## src/rtl/core/single_wire_humidity_sensor_reader_unit_defines.svh

```systemverilog
// Assertion macros for the single-wire humidity sensor reader.
// Included by the modules that carry concurrent checks; expects a clk and rst in scope.
`ifndef SINGLE_WIRE_HUMIDITY_SENSOR_READER_UNIT_DEFINES_SVH
`define SINGLE_WIRE_HUMIDITY_SENSOR_READER_UNIT_DEFINES_SVH

// Same-cycle implication, disabled during reset
`define SWH_ASSERT_NOW(label, ante, cons, msg) \
  label: assert property (@(posedge clk) disable iff (rst) (ante) |-> (cons)) \
    else $error(msg);

// Next-cycle implication, disabled during reset
`define SWH_ASSERT_NEXT(label, ante, cons, msg) \
  label: assert property (@(posedge clk) disable iff (rst) (ante) |=> (cons)) \
    else $error(msg);

`endif

```

## src/rtl/core/swh_pkg.sv

```systemverilog
// Shared types and constants for the single-wire humidity sensor reader.
// No dependencies; imported by every module of the block.
package swh_pkg;

  // Number of sensor lines and data pulses per read (first pulse is dropped)
  localparam int NUM_LINES = 8;
  localparam logic [5:0] PULSE_COUNT = 6'd41;

  // Read phases
  localparam logic [3:0] PH_IDLE      = 4'd0;
  localparam logic [3:0] PH_WAIT_IDLE = 4'd1;
  localparam logic [3:0] PH_DRIVE     = 4'd2;
  localparam logic [3:0] PH_RESPONSE  = 4'd3;
  localparam logic [3:0] PH_ACK       = 4'd4;
  localparam logic [3:0] PH_SYNC      = 4'd5;
  localparam logic [3:0] PH_PULSE     = 4'd6;

  // Status codes
  localparam logic [2:0] ST_OK     = 3'd0;
  localparam logic [2:0] ST_HUNG   = 3'd1;
  localparam logic [2:0] ST_ABSENT = 3'd2;
  localparam logic [2:0] ST_ACK    = 3'd3;
  localparam logic [2:0] ST_SYNC   = 3'd4;
  localparam logic [2:0] ST_DATA   = 3'd5;
  localparam logic [2:0] ST_CSUM   = 3'd6;

  // Configuration register indexes
  localparam logic [2:0] REG_BIT_THRESHOLD     = 3'd0;
  localparam logic [2:0] REG_START_PULSE_TICKS = 3'd1;
  localparam logic [2:0] REG_IDLE_TIMEOUT      = 3'd2;
  localparam logic [2:0] REG_RESPONSE_TIMEOUT  = 3'd3;
  localparam logic [2:0] REG_ACK_TIMEOUT       = 3'd4;
  localparam logic [2:0] REG_SYNC_TIMEOUT      = 3'd5;
  localparam logic [2:0] REG_PULSE_TIMEOUT     = 3'd6;

  typedef struct packed {
    logic [7:0] bit_threshold;
    logic [9:0] start_pulse_ticks;
    logic [7:0] idle_timeout;
    logic [7:0] response_timeout;
    logic [7:0] ack_timeout;
    logic [7:0] sync_timeout;
    logic [7:0] pulse_timeout;
  } swh_cfg_t;

  typedef struct packed {
    logic              drive_low;
    logic [2:0]        drive_line;
    logic              busy_res;
    logic              done_res;
    logic [2:0]        status;
    logic signed [15:0] temperature;
    logic [14:0]       humidity;
  } swh_result_t;

endpackage

```

## src/rtl/core/swh_cfg.sv

```systemverilog
// Configuration register file of the humidity sensor reader.
// Depends on swh_pkg for the register indexes and the swh_cfg_t bundle.
module swh_cfg
  import swh_pkg::*;
(
  input  logic       clk,
  input  logic       rst,
  input  logic       cfg_we,
  input  logic [2:0] cfg_index,
  input  logic [9:0] cfg_data,
  output swh_cfg_t   cfg
);

  // Load the addressed register; unknown indexes are dropped
  always_ff @(posedge clk) begin
    if (rst) begin
      cfg.bit_threshold     <= 8'd11;
      cfg.start_pulse_ticks <= 10'd550;
      cfg.idle_timeout      <= 8'd125;
      cfg.response_timeout  <= 8'd25;
      cfg.ack_timeout       <= 8'd50;
      cfg.sync_timeout      <= 8'd35;
      cfg.pulse_timeout     <= 8'd50;
    end else if (cfg_we) begin
      case (cfg_index)
        REG_BIT_THRESHOLD:     cfg.bit_threshold     <= cfg_data[7:0];
        REG_START_PULSE_TICKS: cfg.start_pulse_ticks <= cfg_data;
        REG_IDLE_TIMEOUT:      cfg.idle_timeout      <= cfg_data[7:0];
        REG_RESPONSE_TIMEOUT:  cfg.response_timeout  <= cfg_data[7:0];
        REG_ACK_TIMEOUT:       cfg.ack_timeout       <= cfg_data[7:0];
        REG_SYNC_TIMEOUT:      cfg.sync_timeout      <= cfg_data[7:0];
        REG_PULSE_TIMEOUT:     cfg.pulse_timeout     <= cfg_data[7:0];
        default: ;
      endcase
    end
  end

endmodule

```

## src/rtl/core/swh_core.sv

```systemverilog
// Per-tick read sequencer: phase, tick counter, pulse counter and data shift register.
// Depends on swh_pkg and the assertion macros in the block's defines header.
`include "single_wire_humidity_sensor_reader_unit_defines.svh"

module swh_core
  import swh_pkg::*;
(
  input  logic        clk,
  input  logic        rst,
  input  logic        step_en,
  input  swh_cfg_t    cfg,
  input  logic        start_req,
  input  logic [2:0]  line_select,
  input  logic [7:0]  line_levels,
  output swh_result_t res
);

  logic [3:0]  phase, phase_next;
  logic [9:0]  tick_count, tick_next;
  logic [5:0]  pulse_index, pidx_next;
  logic [39:0] data_bits, data_next;
  logic [2:0]  active_line, line_next;

  logic        level;
  logic [9:0]  tick_inc;
  logic [9:0]  plen;
  logic [2:0]  sel_mod;
  logic        is_wait;
  logic [7:0]  wait_limit;
  logic        want;
  logic [2:0]  err_code;
  logic        finish;
  logic        ok_end;
  logic [15:0] hraw, traw;
  logic [7:0]  csum;

  // Wrap the line select onto the lines present
  always_comb begin
    sel_mod = '0;
    for (int k = 0; k < 8; k++) begin
      if (line_select == 3'(k)) sel_mod = 3'(k % NUM_LINES);
    end
  end

  // Pick the limit, awaited level and error code of the current wait phase
  always_comb begin
    is_wait    = 1'b1;
    wait_limit = '0;
    want       = 1'b1;
    err_code   = ST_OK;
    case (phase)
      PH_WAIT_IDLE: begin
        wait_limit = cfg.idle_timeout;
        err_code   = ST_HUNG;
      end
      PH_RESPONSE: begin
        wait_limit = cfg.response_timeout;
        err_code   = ST_ABSENT;
      end
      PH_ACK: begin
        wait_limit = cfg.ack_timeout;
        want       = 1'b0;
        err_code   = ST_ACK;
      end
      PH_SYNC: begin
        wait_limit = cfg.sync_timeout;
        err_code   = ST_SYNC;
      end
      PH_PULSE: begin
        wait_limit = cfg.pulse_timeout;
        want       = 1'b0;
        err_code   = ST_DATA;
      end
      default: is_wait = 1'b0;
    endcase
  end

  // Next state for one tick
  always_comb begin
    level       = line_levels[active_line];
    tick_inc    = tick_count + 10'd1;
    plen        = (cfg.start_pulse_ticks == '0) ? 10'd1 : cfg.start_pulse_ticks;
    phase_next  = phase;
    tick_next   = tick_count;
    pidx_next   = pulse_index;
    data_next   = data_bits;
    line_next   = active_line;
    finish      = 1'b0;
    ok_end      = 1'b0;

    if (is_wait) begin
      if (tick_count > {2'b00, wait_limit}) begin
        finish = 1'b1;
      end else begin
        tick_next = tick_inc;
        if (level == want) begin
          tick_next = '0;
          case (phase)
            PH_WAIT_IDLE: phase_next = PH_DRIVE;
            PH_RESPONSE:  phase_next = PH_ACK;
            PH_ACK:       phase_next = PH_SYNC;
            PH_SYNC:      phase_next = PH_PULSE;
            PH_PULSE: begin
              // Drop the first pulse, threshold the rest into data bits
              if (pulse_index != '0) begin
                data_next = {data_bits[38:0], (tick_inc > {2'b00, cfg.bit_threshold})};
              end
              pidx_next = pulse_index + 6'd1;
              if (pidx_next >= PULSE_COUNT) begin
                finish = 1'b1;
                ok_end = 1'b1;
              end else begin
                phase_next = PH_SYNC;
              end
            end
            default: phase_next = PH_IDLE;
          endcase
        end
      end
    end else begin
      case (phase)
        PH_IDLE: begin
          if (start_req) begin
            line_next  = sel_mod;
            phase_next = PH_WAIT_IDLE;
            tick_next  = '0;
            pidx_next  = '0;
            data_next  = '0;
          end
        end
        PH_DRIVE: begin
          tick_next = tick_inc;
          if (tick_inc >= plen) begin
            phase_next = PH_RESPONSE;
            tick_next  = '0;
          end
        end
        default: begin
          phase_next = PH_IDLE;
          tick_next  = '0;
        end
      endcase
    end

    if (finish) begin
      phase_next = PH_IDLE;
      tick_next  = '0;
    end
  end

  // Decode the finished frame: humidity, sign-magnitude temperature, checksum
  always_comb begin
    hraw = data_next[39:24];
    traw = data_next[23:8];
    csum = hraw[15:8] + hraw[7:0] + traw[15:8] + traw[7:0];

    res.drive_low   = (phase_next == PH_DRIVE);
    res.drive_line  = line_next;
    res.busy_res    = (phase_next != PH_IDLE);
    res.done_res    = finish;
    res.status      = ST_OK;
    res.temperature = '0;
    res.humidity    = '0;
    if (ok_end) begin
      res.status      = (csum == data_next[7:0]) ? ST_OK : ST_CSUM;
      res.humidity    = hraw[14:0];
      res.temperature = traw[15] ? $signed(16'd0 - {1'b0, traw[14:0]})
                                 : $signed({1'b0, traw[14:0]});
    end else if (finish) begin
      res.status = err_code;
    end
  end

  // Advance state only when a word moves into the result register
  always_ff @(posedge clk) begin
    if (rst) begin
      phase       <= PH_IDLE;
      tick_count  <= '0;
      pulse_index <= '0;
      data_bits   <= '0;
      active_line <= '0;
    end else if (step_en) begin
      phase       <= phase_next;
      tick_count  <= tick_next;
      pulse_index <= pidx_next;
      data_bits   <= data_next;
      active_line <= line_next;
    end
  end

  `SWH_ASSERT_NEXT(a_start_enters_wait,
    step_en && phase == PH_IDLE && start_req, phase == PH_WAIT_IDLE,
    "start request in idle did not begin a read")
  `SWH_ASSERT_NEXT(a_hold_without_step,
    !step_en, $stable(phase) && $stable(tick_count) && $stable(pulse_index),
    "sequencer state moved without a word")
  `SWH_ASSERT_NEXT(a_done_returns_idle,
    step_en && res.done_res, phase == PH_IDLE && tick_count == '0,
    "finished read did not return to idle")

endmodule

```

## src/rtl/core/swh_out_reg.sv

```systemverilog
// Result register of the humidity sensor reader, with valid/stall toward the sink.
// Depends on swh_pkg for swh_result_t.
module swh_out_reg
  import swh_pkg::*;
(
  input  logic        clk,
  input  logic        rst,
  input  logic        load,
  input  swh_result_t res_in,
  output logic        ready,
  output logic        out_valid,
  input  logic        out_stall,
  output swh_result_t res_out
);

  logic out_valid_next;

  // Free when empty or when the held word leaves this cycle
  assign ready = !out_valid || !out_stall;

  always_comb begin
    out_valid_next = out_valid;
    if (ready) out_valid_next = load;
  end

  always_ff @(posedge clk) begin
    if (rst) begin
      out_valid <= 1'b0;
    end else begin
      out_valid <= out_valid_next;
    end
  end

  // Capture payload with the word
  always_ff @(posedge clk) begin
    if (load && ready) begin
      res_out <= res_in;
    end
  end

endmodule

```

## src/rtl/core/single_wire_humidity_sensor_reader_unit.sv

```systemverilog
// Host-side reader for a single-wire temperature and humidity sensor. Each input word is
// one 2 us tick (start request, line select, sampled line levels) and yields exactly one
// result word: line drive, busy, done, status and, on the done tick, humidity and
// signed temperature. One word is accepted every clock cycle unless the result channel is
// stalled; a word's result is loaded into the result register when the sequencer steps on
// it. The word passes through the input register and the result register, with the
// sequencer's state update done in the single step between them. The user must see that
// configuration registers are written through a plain write port only while no read is busy;
// the block itself does not enforce it. Depends on swh_pkg, swh_cfg, swh_core and swh_out_reg.
module single_wire_humidity_sensor_reader_unit
  import swh_pkg::*;
(
  input  logic               clk,
  input  logic               rst,
  // Input channel
  input  logic               in_valid,
  output logic               in_stall,
  input  logic               start_req,
  input  logic [2:0]         line_select,
  input  logic [7:0]         line_levels,
  // Result channel
  output logic               out_valid,
  input  logic               out_stall,
  output logic               drive_low,
  output logic [2:0]         drive_line,
  output logic               busy_res,
  output logic               done_res,
  output logic [2:0]         status,
  output logic signed [15:0] temperature,
  output logic [14:0]        humidity,
  // Configuration write port
  input  logic               cfg_we,
  input  logic [2:0]         cfg_index,
  input  logic [9:0]         cfg_data
);

  swh_cfg_t    cfg;
  swh_result_t step_res;
  swh_result_t res_q;

  logic       s1_valid, s1_valid_next;
  logic       s1_start;
  logic [2:0] s1_select;
  logic [7:0] s1_levels;
  logic       out_ready;
  logic       step_en;

  swh_cfg u_cfg (
    .clk       (clk),
    .rst       (rst),
    .cfg_we    (cfg_we),
    .cfg_index (cfg_index),
    .cfg_data  (cfg_data),
    .cfg       (cfg)
  );

  // Step the sequencer when a held word can move into the result register
  assign step_en  = s1_valid && out_ready;
  assign in_stall = s1_valid && !out_ready;

  always_comb begin
    s1_valid_next = s1_valid;
    if (!in_stall) s1_valid_next = in_valid;
  end

  always_ff @(posedge clk) begin
    if (rst) begin
      s1_valid <= 1'b0;
    end else begin
      s1_valid <= s1_valid_next;
    end
  end

  // Capture the input word
  always_ff @(posedge clk) begin
    if (in_valid && !in_stall) begin
      s1_start  <= start_req;
      s1_select <= line_select;
      s1_levels <= line_levels;
    end
  end

  swh_core u_core (
    .clk         (clk),
    .rst         (rst),
    .step_en     (step_en),
    .cfg         (cfg),
    .start_req   (s1_start),
    .line_select (s1_select),
    .line_levels (s1_levels),
    .res         (step_res)
  );

  swh_out_reg u_out (
    .clk       (clk),
    .rst       (rst),
    .load      (step_en),
    .res_in    (step_res),
    .ready     (out_ready),
    .out_valid (out_valid),
    .out_stall (out_stall),
    .res_out   (res_q)
  );

  assign drive_low   = res_q.drive_low;
  assign drive_line  = res_q.drive_line;
  assign busy_res    = res_q.busy_res;
  assign done_res    = res_q.done_res;
  assign status      = res_q.status;
  assign temperature = res_q.temperature;
  assign humidity    = res_q.humidity;

endmodule

```

## config.mk

```make
export PLATFORM = sky130hd
export DESIGN_NAME = single_wire_humidity_sensor_reader_unit
export DESIGN_NICKNAME = d
export VERILOG_FILES = /design/src/rtl/core/swh_pkg.sv /design/src/rtl/core/swh_cfg.sv /design/src/rtl/core/swh_core.sv /design/src/rtl/core/swh_out_reg.sv /design/src/rtl/core/single_wire_humidity_sensor_reader_unit.sv
export VERILOG_INCLUDE_DIRS = /design/src /design/src/rtl/core
export SDC_FILE = /design/constraint.sdc
export NUM_CORES = 1
export LEC_CHECK = 0
export BUFFER_PORTS_ARGS = -buffer_cell sky130_fd_sc_hd__buf_2
export CORE_AREA = 2 2 218 134
export DETAILED_ROUTE_END_ITERATION = 8
export DIE_AREA = 0 0 220 136
export PLACE_DENSITY = 0.52
export SETUP_SLACK_MARGIN = 0.02
export SKIP_LAST_GASP = 1
export SLEW_MARGIN = 20
export SYNTH_ARGS = -nofsm -noshare
export SYNTH_HDL_FRONTEND = slang
export SYNTH_HIERARCHICAL = 1
export SYNTH_SLANG_ARGS = --single-unit
```

## constraint.sdc

```tcl
create_clock -name clk -period 6.4 [get_ports clk]
set_input_delay 1.92 -clock clk [delete_from_list [all_inputs] [get_ports clk]]
set_output_delay 1.92 -clock clk [all_outputs]
set_load 0.01 [all_outputs]
```

==> run summary <==
Hold Path Class: flip-flop to flip-flop
Seq/Total Area, Yosys: 41.74%
Status: complete, no violations
Commonest non-fill, non-tap cell in the layout: nor2_1
Largest net degree at the start of global routing: 64
Die X: 220 µm
Area growth, synth to finish: 18.06%
Max-slew violation count: 0
Final setup skew: 14.67 ps
Leakage: 0.004723 µW
Pre-CTS setup slack: 84.26 ps
CTS Sinks: 175
Required time of the critical path: 6600 ps
Count of cell types in the netlist: 73
Post-synth ARST share: 0%
Fin worst setup slack: 396.8 ps
Nets@finish: 1,184
Syn Nets: 1,113
Top_reg_cell synth: dfxtp_1
Longest Clk Path Bufs: 2
Fin Setup TNS: 0 ps
Startpoint types: flip-flop
Number of H-tree levels: 4
Worst-Skew Late Latency: 460 ps
Post-synth EDFFs: 52
Fillers: 2,784
Hold Path Origin: u_cfg/cfg[57]
Fraction of layout instances using a drive strength above 1: 16.94%
Origin of the critical flop-to-flop path: u_core/phase[1]
Power Density: 230.6 nW/µm²
Setup violators final: 0
Gr ovfl total: 0
Core Rows: 48
Mapped Cells: 1,032
Post-route DRC: 0
Max VDD drop: 0.1516 mV
Hold Path Sink: u_cfg/cfg[57]
First-pass GRT wire length: 41,700 µm
Placed inst area: 10,540 µm²
DR vias: 7,734
CP Capture Type: flip-flop
Drt total wl: 26,720 µm
Avg Cell Area, Syn: 9.340 µm²
Fmax: 166.6 MHz
Max Cap Viol: 0
Yosys reg bits: 175
Synth warn: 6
Post-DP HPWL: 19,420 µm
Initial antenna violation count: 0
IO Pins: 72
Min cycle time layout: 6003 ps
R2r setup slk: 400 ps
Die Footprint: 29,920 µm²
Post-Syn Area: 9639 µm²
Routability cong.: 0.8191
Crit Path Category: flip-flop to flip-flop
Initial core utilization: 34.29%
Tcrit/Tclk final: 93.80%
Design area: 11,380 µm²
Vias per cell: 5.187
GRT Util Overall: 18.44%
Max FO, Critical Path: 21
Root Buffer Master: clkbuf_16
# diodes: 0
Inserted Clock Buffers: 17
Vias in the first global route: 7,137
Hold Fails Final Rpt: 0
Max-slew headroom: 34.27%
DR iter-0 viols: 579
DIE HEIGHT: 136 µm
R2r endpoint: u_out/res_out[33]
Worst-path clk slew: 70 ps
CTS tree: built
Worst slew pin tran: 980.1 ps
Hold depth: 2
Wire per inst: 17.92 µm
Most frequent cells in the layout: nor2_1, dfxtp_1, mux2i_1, buf_2, a21oi_1
Worst Path Arrival: 6210 ps
First-pass detailed-route iteration total: 4
Worst-case reg-to-reg path depth: 26
Critical path origin: u_core/phase[1]
Antenna viol nets, final: 0
Core region area: 28,110 µm²
Port Buffers: 71
critical path, cell delays in order, from the launching register on:
cell and delay [ps]:
dfxtp_4 390, nor4b_4 290, buf_4 210, nand2_1 80, o21ai_1 150, a221oi_2 70
ha_1 330, nand4_1 120, o21ai_0 240, o21ai_2 130, a21o_1 270, buf_12 180
and3_1 190, a21oi_2 200, fa_1 460, inv_1 90, fa_1 420, ha_1 350
nor2b_2 170, o31a_1 320, buf_4 160, a311oi_4 330, xnor2_1 150, nand3_1 80
o21ai_1 120, a31o_2 170, o21ai_0 70
Yosys cell counts (all sizes together) (9+ instances only):
cell    number  area [µm²]
a211oi      30       225.2
a21o        10       75.07
a21oi       61       305.3
a22oi       18       135.1
a31oi        9       56.30
and2         9       56.30
and3        26       162.7
buf         15       91.33
clkbuf      49       183.9
dfxtp      123        2462
edfxtp      52        1562
fa          11       220.2
ha          40       500.5
inv         50       187.7
mux2i       76       773.2
nand2       51       193.9
nand2b      46       287.8
nand3       27       135.1
nor2       141       529.3
nor3        15       75.07
o21ai       35       175.2
xnor2       34       297.8
xor2        14       122.6
where the power goes:
part / switching (µW) / total (µW) / internal [µW]
Clock: 483 / 1070 / 587
Sequential: 28.4 / 1210 / 1180
Combinational: 210 / 345 / 135
Total: 722 / 2620 / 1900
final cells by class:
class                   count  area [µm²]  area share, %
multi-input cells         743        5351          47.03
flip-flops and latches    175        4033          35.44
repair buffers            116       742.0          6.520
clock buffers              20       478.0          4.200
well taps                 375       469.2          4.123
inverters                  50       187.7          1.649
clock inverters            12       118.9          1.045
logic make-up (layout without fill, tap and decap cells):
logic type	Yosys count	after routing	share of synthesized area, %
multiplexers	80	80	8.839
buffers and inverters	114	198	4.803
XOR/XNOR	48	48	4.361
AND/OR/NAND/NOR	356	356	18.37
adder cells (fa/ha/maj)	51	51	7.477
AO/OA/AOI/OAI	208	208	14.41
flip-flops	175	175	41.74
worst max-delay path by stage:
stage                   endpoint  depth (start not counted)
2_1_floorplan  u_out/res_out[32]                         33
3_3_place_gp   u_out/res_out[32]                         28
3_5_place_dp   u_out/res_out[33]                         28
4_1_cts        u_out/res_out[33]                         28
5_1_grt        u_out/res_out[32]                         30
6_report       u_out/res_out[33]                         26
sequential cells by signal, indices dropped and copies added, names as in the netlist:
| name | flops |
|---|---|
| u_core/pulse_index | 6 |
| u_core/active_line | 3 |
| u_cfg/cfg | 58 |
| s1_start | 1 |
| u_core/tick_count | 10 |
| u_core/data_bits | 40 |
| u_out/res_out | 40 |
| s1_levels | 8 |
| u_out/out_valid | 1 |
| s1_select | 3 |
| s1_valid | 1 |
| u_core/phase | 4 |
per-stage QoR:
step                total power [µW]  utilization, %  hold WS, ps  instances
detailed placement              1563           37.51        470.5       1451
CTS                             2641           39.63        483.2       1483
finish                          2624           40.49        478.8       1491
global placement                1563           37.51        465.3       1451
global route                    2739           40.49        509.3       1491
floorplan                       1453               -        448.7       1032
layer usage:
metal	vias up	part of all wire (%)	global-route usage, %	wire, µm
met5	-	0	0	0
met4	0	0.98	4.698	261
met2	208	35	22.22	9462
li1	3817	-	-	-
met1	3687	58	30.96	15460
met3	22	5.8	4.183	1542
what timing repair did:
item                       CTS  global route
resized for setup            0            39
setup buffers                0             7
hold buffers                 0             0
setup endpoints to repair    0             2
Power figures use the tool's default switching activity.
